File: src/design/lcdnw_pkg.sv
// Shared types and constants for the character LCD nibble writer.
package lcdnw_pkg;

  typedef struct packed {
    logic [1:0] func;
    logic [7:0] value;
    logic       fast;
  } lcdnw_in_t;

  typedef struct packed {
    logic       enable_pin;
    logic       select_pin;
    logic [3:0] data_pins;
    logic       busy_res;
    logic       refused;
  } lcdnw_out_t;

  typedef enum logic [1:0] {
    FUNC_TICK       = 2'd0,
    FUNC_CMD_BYTE   = 2'd1,
    FUNC_DATA_BYTE  = 2'd2,
    FUNC_CMD_NIBBLE = 2'd3
  } lcdnw_func_t;

  typedef enum logic [1:0] {
    PH_IDLE  = 2'd0,
    PH_SETUP = 2'd1,
    PH_HIGH  = 2'd2,
    PH_LOW   = 2'd3
  } lcdnw_phase_t;

  typedef enum logic {
    CFG_SLOW_HOLD = 1'b0,
    CFG_FAST_HOLD = 1'b1
  } lcdnw_cfg_idx_t;

  // Classified item as it travels from the front end to the sequencer.
  typedef struct packed {
    logic       is_tick;
    logic       is_data;
    logic       has_second;
    logic       fast;
    logic [3:0] first_nib;
    logic [3:0] second_nib;
  } lcdnw_cmd_t;

  localparam logic [15:0] SLOW_HOLD_RESET = 16'd800;
  localparam logic [15:0] FAST_HOLD_RESET = 16'd30;

endpackage

File: src/design/lcdnw_front.sv
// Front end: decodes an incoming beat into a classified command.
module lcdnw_front (
  input  lcdnw_pkg::lcdnw_in_t  in_item,
  output lcdnw_pkg::lcdnw_cmd_t cmd
);
  import lcdnw_pkg::*;

  always_comb begin
    cmd            = '0;
    cmd.fast       = in_item.fast;
    cmd.second_nib = in_item.value[3:0];
    unique case (lcdnw_func_t'(in_item.func))
      FUNC_TICK: begin
        cmd.is_tick = 1'b1;
      end
      FUNC_CMD_BYTE: begin
        cmd.has_second = 1'b1;
        cmd.first_nib  = in_item.value[7:4];
      end
      FUNC_DATA_BYTE: begin
        cmd.is_data    = 1'b1;
        cmd.has_second = 1'b1;
        cmd.first_nib  = in_item.value[7:4];
      end
      FUNC_CMD_NIBBLE: begin
        cmd.first_nib = in_item.value[3:0];
      end
      default: begin
        cmd.is_tick = 1'b1;
      end
    endcase
  end

endmodule

File: src/design/lcdnw_cmd_queue.sv
// Short command queue between the front end and the sequencer.
module lcdnw_cmd_queue #(
  parameter int DEPTH = 2
) (
  input  logic                  clk,
  input  logic                  rst_n,
  input  logic                  push,
  input  lcdnw_pkg::lcdnw_cmd_t push_cmd,
  output logic                  full,
  input  logic                  pop,
  output lcdnw_pkg::lcdnw_cmd_t pop_cmd,
  output logic                  empty
);
  import lcdnw_pkg::*;

  localparam int PTR_W = (DEPTH > 1) ? $clog2(DEPTH) : 1;
  localparam int CNT_W = $clog2(DEPTH + 1);

  lcdnw_cmd_t         mem_r [DEPTH];
  logic [PTR_W-1:0]   wr_ptr_r, wr_ptr_nxt;
  logic [PTR_W-1:0]   rd_ptr_r, rd_ptr_nxt;
  logic [CNT_W-1:0]   count_r, count_nxt;
  logic               do_push, do_pop;

  assign full    = (count_r == CNT_W'(DEPTH));
  assign empty   = (count_r == '0);
  assign do_push = push && !full;
  assign do_pop  = pop && !empty;
  assign pop_cmd = mem_r[rd_ptr_r];

  always_comb begin
    wr_ptr_nxt = wr_ptr_r;
    rd_ptr_nxt = rd_ptr_r;
    count_nxt  = count_r;
    if (do_push) begin
      wr_ptr_nxt = (wr_ptr_r == PTR_W'(DEPTH - 1)) ? '0 : wr_ptr_r + PTR_W'(1);
    end
    if (do_pop) begin
      rd_ptr_nxt = (rd_ptr_r == PTR_W'(DEPTH - 1)) ? '0 : rd_ptr_r + PTR_W'(1);
    end
    if (do_push && !do_pop) begin
      count_nxt = count_r + CNT_W'(1);
    end else if (do_pop && !do_push) begin
      count_nxt = count_r - CNT_W'(1);
    end
  end

  always_ff @(posedge clk) begin
    if (!rst_n) begin
      wr_ptr_r <= '0;
      rd_ptr_r <= '0;
      count_r  <= '0;
    end else begin
      wr_ptr_r <= wr_ptr_nxt;
      rd_ptr_r <= rd_ptr_nxt;
      count_r  <= count_nxt;
    end
  end

  always_ff @(posedge clk) begin
    if (do_push) begin
      mem_r[wr_ptr_r] <= push_cmd;
    end
  end

endmodule

File: src/design/lcdnw_back.sv
// Back end: nibble sequencer with pin state, hold counter and result queue.
module lcdnw_back (
  input  logic                   clk,
  input  logic                   rst_n,
  input  logic                   cmd_valid,
  input  lcdnw_pkg::lcdnw_cmd_t  cmd,
  output logic                   cmd_pop,
  input  logic [15:0]            slow_hold,
  input  logic [15:0]            fast_hold,
  output lcdnw_pkg::lcdnw_out_t  out_item,
  output logic                   out_empty,
  input  logic                   out_pop
);
  import lcdnw_pkg::*;

  lcdnw_phase_t phase_r, phase_nxt;
  logic [15:0]  wait_r, wait_nxt;
  logic [3:0]   latch_r, latch_nxt;
  logic         pending_r, pending_nxt;
  logic         fast_mode_r, fast_mode_nxt;
  logic         e_r, e_nxt;
  logic         rs_r, rs_nxt;
  logic [3:0]   data_r, data_nxt;

  logic         fire, req_ok, refuse, tick_end, busy;
  logic [15:0]  hold;

  // Two-entry result queue.
  lcdnw_out_t   res_mem_r [2];
  logic         res_wr_r, res_rd_r;
  logic [1:0]   res_cnt_r;
  logic         res_full, res_push, res_pop;
  lcdnw_out_t   res_new;

  assign res_full = (res_cnt_r == 2'd2);
  assign fire     = cmd_valid && !res_full;
  assign cmd_pop  = fire;
  assign busy     = (phase_r != PH_IDLE);
  assign req_ok   = !cmd.is_tick && !busy;
  assign refuse   = !cmd.is_tick && busy;
  assign tick_end = cmd.is_tick && busy && (wait_r <= 16'd1);
  // A new request picks its hold length by its own timing select.
  assign hold     = (req_ok ? cmd.fast : fast_mode_r) ? fast_hold : slow_hold;

  always_comb begin
    phase_nxt = phase_r;
    if (fire) begin
      if (req_ok) begin
        phase_nxt = cmd.fast ? PH_SETUP : PH_HIGH;
      end else if (tick_end) begin
        unique case (phase_r)
          PH_SETUP: phase_nxt = PH_HIGH;
          PH_HIGH:  phase_nxt = PH_LOW;
          PH_LOW:   phase_nxt = pending_r ? (fast_mode_r ? PH_SETUP : PH_HIGH) : PH_IDLE;
          default:  phase_nxt = PH_IDLE;
        endcase
      end
    end
  end

  always_comb begin
    wait_nxt      = wait_r;
    latch_nxt     = latch_r;
    pending_nxt   = pending_r;
    fast_mode_nxt = fast_mode_r;
    e_nxt         = e_r;
    rs_nxt        = rs_r;
    data_nxt      = data_r;
    if (fire) begin
      if (req_ok) begin
        fast_mode_nxt = cmd.fast;
        rs_nxt        = !cmd.is_data;
        pending_nxt   = cmd.has_second;
        latch_nxt     = cmd.second_nib;
        data_nxt      = ~cmd.first_nib;
        wait_nxt      = hold;
        e_nxt         = !cmd.fast;
      end else if (tick_end) begin
        unique case (phase_r)
          PH_SETUP: begin
            e_nxt    = 1'b1;
            wait_nxt = hold;
          end
          PH_HIGH: begin
            e_nxt    = 1'b0;
            wait_nxt = hold;
          end
          PH_LOW: begin
            if (pending_r) begin
              pending_nxt = 1'b0;
              data_nxt    = ~latch_r;
              wait_nxt    = hold;
              e_nxt       = !fast_mode_r;
            end else begin
              wait_nxt = '0;
            end
          end
          default: begin
            wait_nxt = '0;
          end
        endcase
      end else if (cmd.is_tick && busy) begin
        wait_nxt = wait_r - 16'd1;
      end
    end
  end

  always_ff @(posedge clk) begin
    if (!rst_n) begin
      phase_r     <= PH_IDLE;
      wait_r      <= '0;
      latch_r     <= '0;
      pending_r   <= 1'b0;
      fast_mode_r <= 1'b0;
      e_r         <= 1'b0;
      rs_r        <= 1'b1;
      data_r      <= '0;
    end else begin
      phase_r     <= phase_nxt;
      wait_r      <= wait_nxt;
      latch_r     <= latch_nxt;
      pending_r   <= pending_nxt;
      fast_mode_r <= fast_mode_nxt;
      e_r         <= e_nxt;
      rs_r        <= rs_nxt;
      data_r      <= data_nxt;
    end
  end

  always_comb begin
    res_new.enable_pin = e_nxt;
    res_new.select_pin = rs_nxt;
    res_new.data_pins  = data_nxt;
    res_new.busy_res   = (phase_nxt != PH_IDLE);
    res_new.refused    = refuse;
  end

  assign res_push  = fire;
  assign out_empty = (res_cnt_r == 2'd0);
  assign res_pop   = out_pop && !out_empty;
  assign out_item  = res_mem_r[res_rd_r];

  always_ff @(posedge clk) begin
    if (!rst_n) begin
      res_wr_r  <= 1'b0;
      res_rd_r  <= 1'b0;
      res_cnt_r <= '0;
    end else begin
      if (res_push) begin
        res_wr_r <= ~res_wr_r;
      end
      if (res_pop) begin
        res_rd_r <= ~res_rd_r;
      end
      if (res_push && !res_pop) begin
        res_cnt_r <= res_cnt_r + 2'd1;
      end else if (res_pop && !res_push) begin
        res_cnt_r <= res_cnt_r - 2'd1;
      end
    end
  end

  always_ff @(posedge clk) begin
    if (res_push) begin
      res_mem_r[res_wr_r] <= res_new;
    end
  end

  a_refused_busy: assert property (@(posedge clk) disable iff (!rst_n)
    res_push && res_new.refused |-> res_new.busy_res)
    else $error("refused result reported not busy");

  a_idle_strobe_low: assert property (@(posedge clk) disable iff (!rst_n)
    res_push && !res_new.busy_res |-> !res_new.enable_pin)
    else $error("strobe asserted while idle");

  a_idle_wait_clear: assert property (@(posedge clk) disable iff (!rst_n)
    phase_r == PH_IDLE |-> wait_r == 16'd0 && !pending_r)
    else $error("idle with wait count or pending nibble");

  a_refuse_holds_state: assert property (@(posedge clk) disable iff (!rst_n)
    fire && refuse |=> $stable(phase_r) && $stable(wait_r) && $stable(data_r))
    else $error("refused request changed state");

endmodule

File: src/design/char_lcd_nibble_writer.sv
// An accepted item is registered in the command queue; the sequencer then pops it and
// writes its result beat into the result queue, which drives the outputs.
// Throughput: one item per cycle while the result queue is not full.
// Pin timing is counted in tick items, not clock cycles.
// Reset (rst_n low, synchronous): queues empty, idle, E low, RS command, data 0,
// hold registers 800 slow and 30 fast.
module char_lcd_nibble_writer #(
  parameter int CMD_DEPTH = 2
) (
  input  logic                  clk,
  input  logic                  rst_n,
  input  logic                  in_push,
  input  lcdnw_pkg::lcdnw_in_t  in_item,
  output logic                  in_full,
  output logic                  out_empty,
  input  logic                  out_pop,
  output lcdnw_pkg::lcdnw_out_t out_item,
  input  logic                  cfg_we,
  input  logic                  cfg_index,
  input  logic [15:0]           cfg_wdata
);
  import lcdnw_pkg::*;

  logic [15:0] slow_hold_r;
  logic [15:0] fast_hold_r;
  lcdnw_cmd_t  front_cmd, q_cmd;
  logic        q_empty, q_pop;

  always_ff @(posedge clk) begin
    if (!rst_n) begin
      slow_hold_r <= SLOW_HOLD_RESET;
      fast_hold_r <= FAST_HOLD_RESET;
    end else if (cfg_we) begin
      unique case (lcdnw_cfg_idx_t'(cfg_index))
        CFG_SLOW_HOLD: slow_hold_r <= cfg_wdata;
        CFG_FAST_HOLD: fast_hold_r <= cfg_wdata;
        default:       slow_hold_r <= slow_hold_r;
      endcase
    end
  end

  lcdnw_front u_front (
    .in_item (in_item),
    .cmd     (front_cmd)
  );

  lcdnw_cmd_queue #(
    .DEPTH (CMD_DEPTH)
  ) u_queue (
    .clk      (clk),
    .rst_n    (rst_n),
    .push     (in_push),
    .push_cmd (front_cmd),
    .full     (in_full),
    .pop      (q_pop),
    .pop_cmd  (q_cmd),
    .empty    (q_empty)
  );

  lcdnw_back u_back (
    .clk       (clk),
    .rst_n     (rst_n),
    .cmd_valid (!q_empty),
    .cmd       (q_cmd),
    .cmd_pop   (q_pop),
    .slow_hold (slow_hold_r),
    .fast_hold (fast_hold_r),
    .out_item  (out_item),
    .out_empty (out_empty),
    .out_pop   (out_pop)
  );

endmodule
File: config.mk
export PLATFORM = sky130hd
export DESIGN_NAME = char_lcd_nibble_writer
export DESIGN_NICKNAME = d
export VERILOG_FILES = /design/src/design/lcdnw_pkg.sv /design/src/design/lcdnw_front.sv /design/src/design/lcdnw_cmd_queue.sv /design/src/design/lcdnw_back.sv /design/src/design/char_lcd_nibble_writer.sv
export SDC_FILE = /design/constraint.sdc
export NUM_CORES = 1
export LEC_CHECK = 0
export ABC_AREA = 1
export BUFFER_PORTS_ARGS = -buffer_cell sky130_fd_sc_hd__buf_2
export CAP_MARGIN = 20
export CORE_AREA = 5 5 146 92
export CTS_BUF_LIST = sky130_fd_sc_hd__clkbuf_4
export DETAILED_ROUTE_END_ITERATION = 6
export DIE_AREA = 0 0 151 97
export SETUP_SLACK_MARGIN = 0.15
export SLEW_MARGIN = 20
export SYNTH_ARGS = -nofsm -noshare
export SYNTH_HDL_FRONTEND = slang
export SYNTH_SLANG_ARGS = --single-unit
File: constraint.sdc
create_clock -name clk -period 3.7 [get_ports clk]
set_clock_uncertainty 0.15 [all_clocks]
set_input_delay 0.37 -clock clk [delete_from_list [all_inputs] [get_ports clk]]
set_output_delay 0.37 -clock clk [all_outputs]
set_load 0.005 [all_outputs]
Yosys cells after proc, flatten, opt, wreduce, memory -nomap -nowiden
Memory sizes are Yosys's and may differ from the RTL's. A register that Yosys moved wholly into a read port is not among the register bits.
Cells that the tools add are included.
W data, S select, Z words.
{"block": "word_totals", "regBits": 70, "latch_bits": 0, "ramBits": 40, "mem_bits_ro": 0, "inputBits": 33, "output_inout_bits": 10, "wordCells": 128, "n_memories": 2}
{"memory": "u_queue.mem_r", "words": 2, "width": 12, "read_ports": 1, "rd_ports_with_merged_regs": 1, "wr": 1, "line": "lcdnw_cmd_queue.sv:19", "text": "lcdnw_cmd_t mem_r [DEPTH];"}
{"memory": "u_back.res_mem_r", "words": 2, "width": 8, "read_ports": 1, "rd_ports_with_merged_regs": 1, "wr": 1, "line": "lcdnw_back.sv:29", "text": "lcdnw_out_t res_mem_r [2];"}
{"block": "classes", "addsub": 7, "multipliers": 0, "div": 0, "magnitude_cmp": 1, "eq_ne": 8, "shifts": 0, "muxes": 47, "bitwise_logic": 5, "n_reduce_logical": 42}
{"operator": "$mux W16", "count": 5}
{"operator": "$pmux W16 S2", "count": 1}
{"operator": "$mux W1", "count": 23}
{"operator": "$mux W2", "count": 10}
{"operator": "$mux W4", "count": 5}
{"operator": "$le A16 B1 Y1 const B", "count": 1}
{"operator": "$sub A16 B1 Y16 const B", "count": 1}
{"operator": "$logic_not A1 Y1", "count": 13}
{"operator": "$eq A2 B2 Y1 const B", "count": 6}
{"operator": "$logic_and A1 B1 Y1", "count": 12}
{"operator": "$reduce_bool A2 Y1", "count": 6}
{"operator": "$not A4 Y4", "count": 2}
{"operator": "$pmux W4 S2", "count": 1}
{"operator": "$reduce_and A2 Y1", "count": 4}
{"operator": "$logic_not A2 Y1", "count": 3}
{"operator": "$pmux W2 S3", "count": 1}
{"operator": "$add A2 B1 Y2 const B", "count": 2}
{"operator": "$eq A2 B1 Y1 const B", "count": 2}
{"operator": "$reduce_or A2 Y1", "count": 2}
{"operator": "$sub A2 B1 Y2 const B", "count": 2}
{"operator": "$not A1 Y1", "count": 3}
{"operator": "$pmux W1 S3", "count": 1}
{"operator": "$reduce_and A3 Y1", "count": 1}
{"operator": "$reduce_bool A3 Y1", "count": 1}
{"operator": "$add A1 B1 Y1 const B", "count": 2}

Depth between registers and ports, before layout
{"block": "depth", "depth_word": 9, "depth_mapped": 15}

Cells and area by module
From an unflattened synthesis, not the netlist that was laid out.
{"block": "unflattened", "cells_unflattened": 719, "area_unflattened_um2": 5715.5}
{"mod": "lcdnw_back", "instances": 1, "cells_per_inst": 451, "area_per_inst_um2": 3188.1}
{"mod": "char_lcd_nibble_writer", "instances": 1, "cells_per_inst": 170, "area_per_inst_um2": 1267.5}
{"mod": "lcdnw_cmd_queue", "instances": 1, "cells_per_inst": 75, "area_per_inst_um2": 1114.8}
{"mod": "lcdnw_front", "instances": 1, "cells_per_inst": 23, "area_per_inst_um2": 145.1}

Worst setup path after synthesis
OpenSTA, ideal clock, no wires.
{"block": "synth_timing", "kind": "flip-flop to flip-flop", "start": "reg with a tool-made name", "end": "mem u_back.res_mem_r[0][3] (netlist name), data pin", "arrival_time_ns": 1.976, "required_time_ns": 3.297, "setup_slack_ns": 1.321, "path_stages_with_launch": 14, "path_buffers": 2, "period_less_slack_ns": 2.379, "cell_sequence": "dfxtp_1 -> inv_1 -> clkbuf_1 -> or2_2 -> o21ai_0 -> ha_1 -> buf_2 -> clkinv_1 -> nor2_1 -> o21ai_0 -> nand2_1 -> nand2_1 -> nand2_1 -> inv_1"}
{"item": "end: declaration", "line": "lcdnw_back.sv:29"}

==> run_results.csv <==
group,metric,value,unit
synth,synthArstFlopShare,0,%
power_and_ir_drop,vdd_drop_max,307,uV
setup_path,start_kind,"flip-flop",
global_routing,grt_pass1_vias,3971,
global_routing,grt_max_degree,56,
setup_path,r2r_end,"u_back.res_mem_r[1][5]",
routing,wl_per_cell,13.6,um
synth,syn_avg_cell_area,8.05,um2
synth,synthDistinctLibCells,32,
setup_path,crit_type,"flip-flop to flip-flop",
final_layout,syn_to_final_growth,13.2,%
run,drv_cap,0,
synth,synth_flop_cell,"dfxtp_1",
sta,max_freq,0.332,GHz
sta,setup_viol,0,
cts,ctsResizeCount,0,
power_and_ir_drop,swShare,46.2,%
synth,synth_edf_count,40,
cts,cts_tree,"done",
routing,route.final.wire_length,12000,um
synth,synth_seq_cells,112,
synth,synth.top_cells.by_area,"dfxtp_1, edfxtp_1, nand2_1, o21ai_0, nor2_1",
final_layout,fin_area,5990,um2
final_layout,drive_above_1_share,13.0,%
sta,setup_tns,0,ns
sta,post-route-period-util,81.5,%
sta,tightest_slew,1.09,ns
cts,hold_buffers,21,
die,dieHeight,97,um
power_and_ir_drop,leakagePower,2.58,nW
cts,cts_buffers,9,
die,die_width,151,um
die,initial_core_util,44.6,%
sta,drv_slew,0,
synth,synth_top_area_share,27.3,%
place,dpl_worst_slack,0.716,ns
die,rows,31,
power_and_ir_drop,combPwrFrac,50.3,%
synth,yosysTopAreaCell,"dfxtp_1",
synth,synth-seq-area-share,50.0,%
hold_path,min_path_type,"input port to flip-flop",
setup_path,r2r_slack,0.69,ns
power_and_ir_drop,clkPwrFrac,11.9,%
power_and_ir_drop,switchingPower,2.33,mW
setup_path,required,3.89,ns
global_routing,grt.overflow.total,0,
sta,timing.final.crit_period,3.01,ns
place,hpwl,8650,um
final_layout,fin_util,50.5,%
sta,relSlewSlack,26.8,%
power_and_ir_drop,power.internal,2.71,mW
die,dieArea,14600,um2
place,io_buffers,42,
setup_path,cp_max_fo,13,
sta,setup_ws,0.685,ns
routing,drtIter0Drc,365,
routing,firstDrtPassIters,5,
die,ios,43,
sta,whs,0.0619,ns
global_routing,grt_first_pass_wirelength,19900,um
final_layout,antenna-diode-count,0,
cts,cts_root_buf,"clkbuf_4",
cts,clockBufferDepth,2,
routing,drtAntennaViolNets,0,
final_layout,fin_nets,761,
hold_path,hold_depth,3,
synth,synth_common_cells,"nand2_1, nor2_1, o21ai_0",
cts,cts.sinks,112,
place,gp_congestion,0.915,
cts,h-tree-depth,3,
setup_path,ff2ff_path_depth,11,
routing,routed-via-count,4295,
die,core_area,11900,um2
sta,rsz0062_at_grt,"no",
power_and_ir_drop,seqPwrFrac,37.8,%
cts,clk_latency,0.47,ns
outcome,status,"completed",
setup_path,worstPathArrival,3.20,ns
power_and_ir_drop,power_density,842,nW/um2
synth,yosysMostFrequentCell,"nand2_1",
synth,syn_inst,657,
global_routing,antenna_found_initial,0,
hold_path,worstHoldEndpoint,"u_back.wait_r[1]",
global_routing,track_usage,16.9,%
synth,yosys_warnings,0,
synth,synthesis.area,5290,um2
sta,hold_violations,0,
routing,drc,0,
setup_path,crit_path_end_kind,"flip-flop",
routing,vias_per_cell,4.86,
hold_path,min_from,"rst_n",
cts,postCtsSetupBuffers,0,
synth,synth_nets,705,
place,dpl_cell_area,5640,um2
cts,clk_pin_slew_worst_paths,0.17,ns
-- per-stage QoR --
stage,power (mW),instances
3_5_place_dp,4.42,846
6_report,5.04,883
2_1_floorplan,3.78,657
5_1_grt,5.53,883
4_1_cts,5.05,883
3_3_place_gp,4.38,846
-- power by group through the flow --
stage,Combinational (mW),Clock [mW],Sequential (mW)
finish,2.54,0.600,1.90
global route,2.91,0.675,1.94
CTS,2.52,0.620,1.90
detailed placement,2.49,0,1.93
global placement,2.45,0,1.92
floorplan,1.94,0,1.84
-- per-layer routing --
layer	GRT usage, %	share of wire, %	wire [um]	vias up
met1	27.6	55	6640	1911
met3	3.88	5.2	623	11
met4	3.76	0.76	91	0
li1	-	-	-	2262
met5	0	0	0	-
met2	22.1	39	4620	111
-- logic make-up after synthesis --
group | synth area share, %
buf+inv | 6.96
compound gates | 15.6
fa+ha+maj | 3.55
simple gates | 20.9
xor+xnor | 1.32
mux | 1.70
flops | 50.0
-- cells in the final DEF, fill, tap and decap left out, types with 3 or more instances in the layout --
master	n
edfxtp_1	40
o21ai_0	89
inv_6	3
inv_1	68
a21oi_1	43
nor2_1	104
buf_2	42
clkbuf_4	9
dfxtp_1	72
dlygate4sd3_1	21
nand2_1	127
nand3b_1	4
o211ai_1	5
nor2_4	3
xor2_1	6
ha_1	15
buf_4	5
a31oi_1	5
a21oi_2	7
nor2_2	5
mux2_2	8
nand3_1	18
-- critical path: stages (launching register included) --
cell and delay, ns:
dfxtp_1 0.56, inv_1 0.24, or2_2 0.31, o21ai_0 0.16
ha_1 0.38, clkinv_1 0.33, nor2_1 0.18, buf_4 0.17
inv_1 0.13, nand3_1 0.11, nand3_1 0.09, inv_1 0.09
-- flip-flops by register name, indices dropped and copies added (netlist names), 2 cells and up, named ones only --
signal / cells
u_back.latch_r: 4
slow_hold_r: 16
u_back.wait_r: 16
u_back.phase_r: 2
u_queue.count_r: 2
u_back.res_cnt_r: 2
u_back.res_mem_r: 16
fast_hold_r: 16
u_queue.mem_r: 24
u_back.data_r: 4
-- worst max-delay path by stage --
stage,from,to,slack [ns],cells after the start
global placement,flip-flop,u_back.res_mem_r[0][6],0.82,10
CTS,flip-flop,u_back.res_mem_r[0][6],0.70,10
finish,flip-flop,u_back.res_mem_r[1][5],0.69,11
global route,flip-flop,u_back.res_mem_r[1][5],0.32,11
floorplan,flip-flop,u_back.res_mem_r[0][3],1.32,13
detailed placement,flip-flop,u_back.res_mem_r[0][6],0.72,10
-- layout make-up --
type / instances / area, um2
sequential: 112 / 2640
multi-input combinational: 451 / 2280
clock buffer: 9 / 67.6
tap: 165 / 206
fill: 1167 / 5880
clock inverter: 7 / 70.1
timing repair buffer: 68 / 458
inverter: 71 / 267
Note: power is estimated with default switching activity, not from simulation.
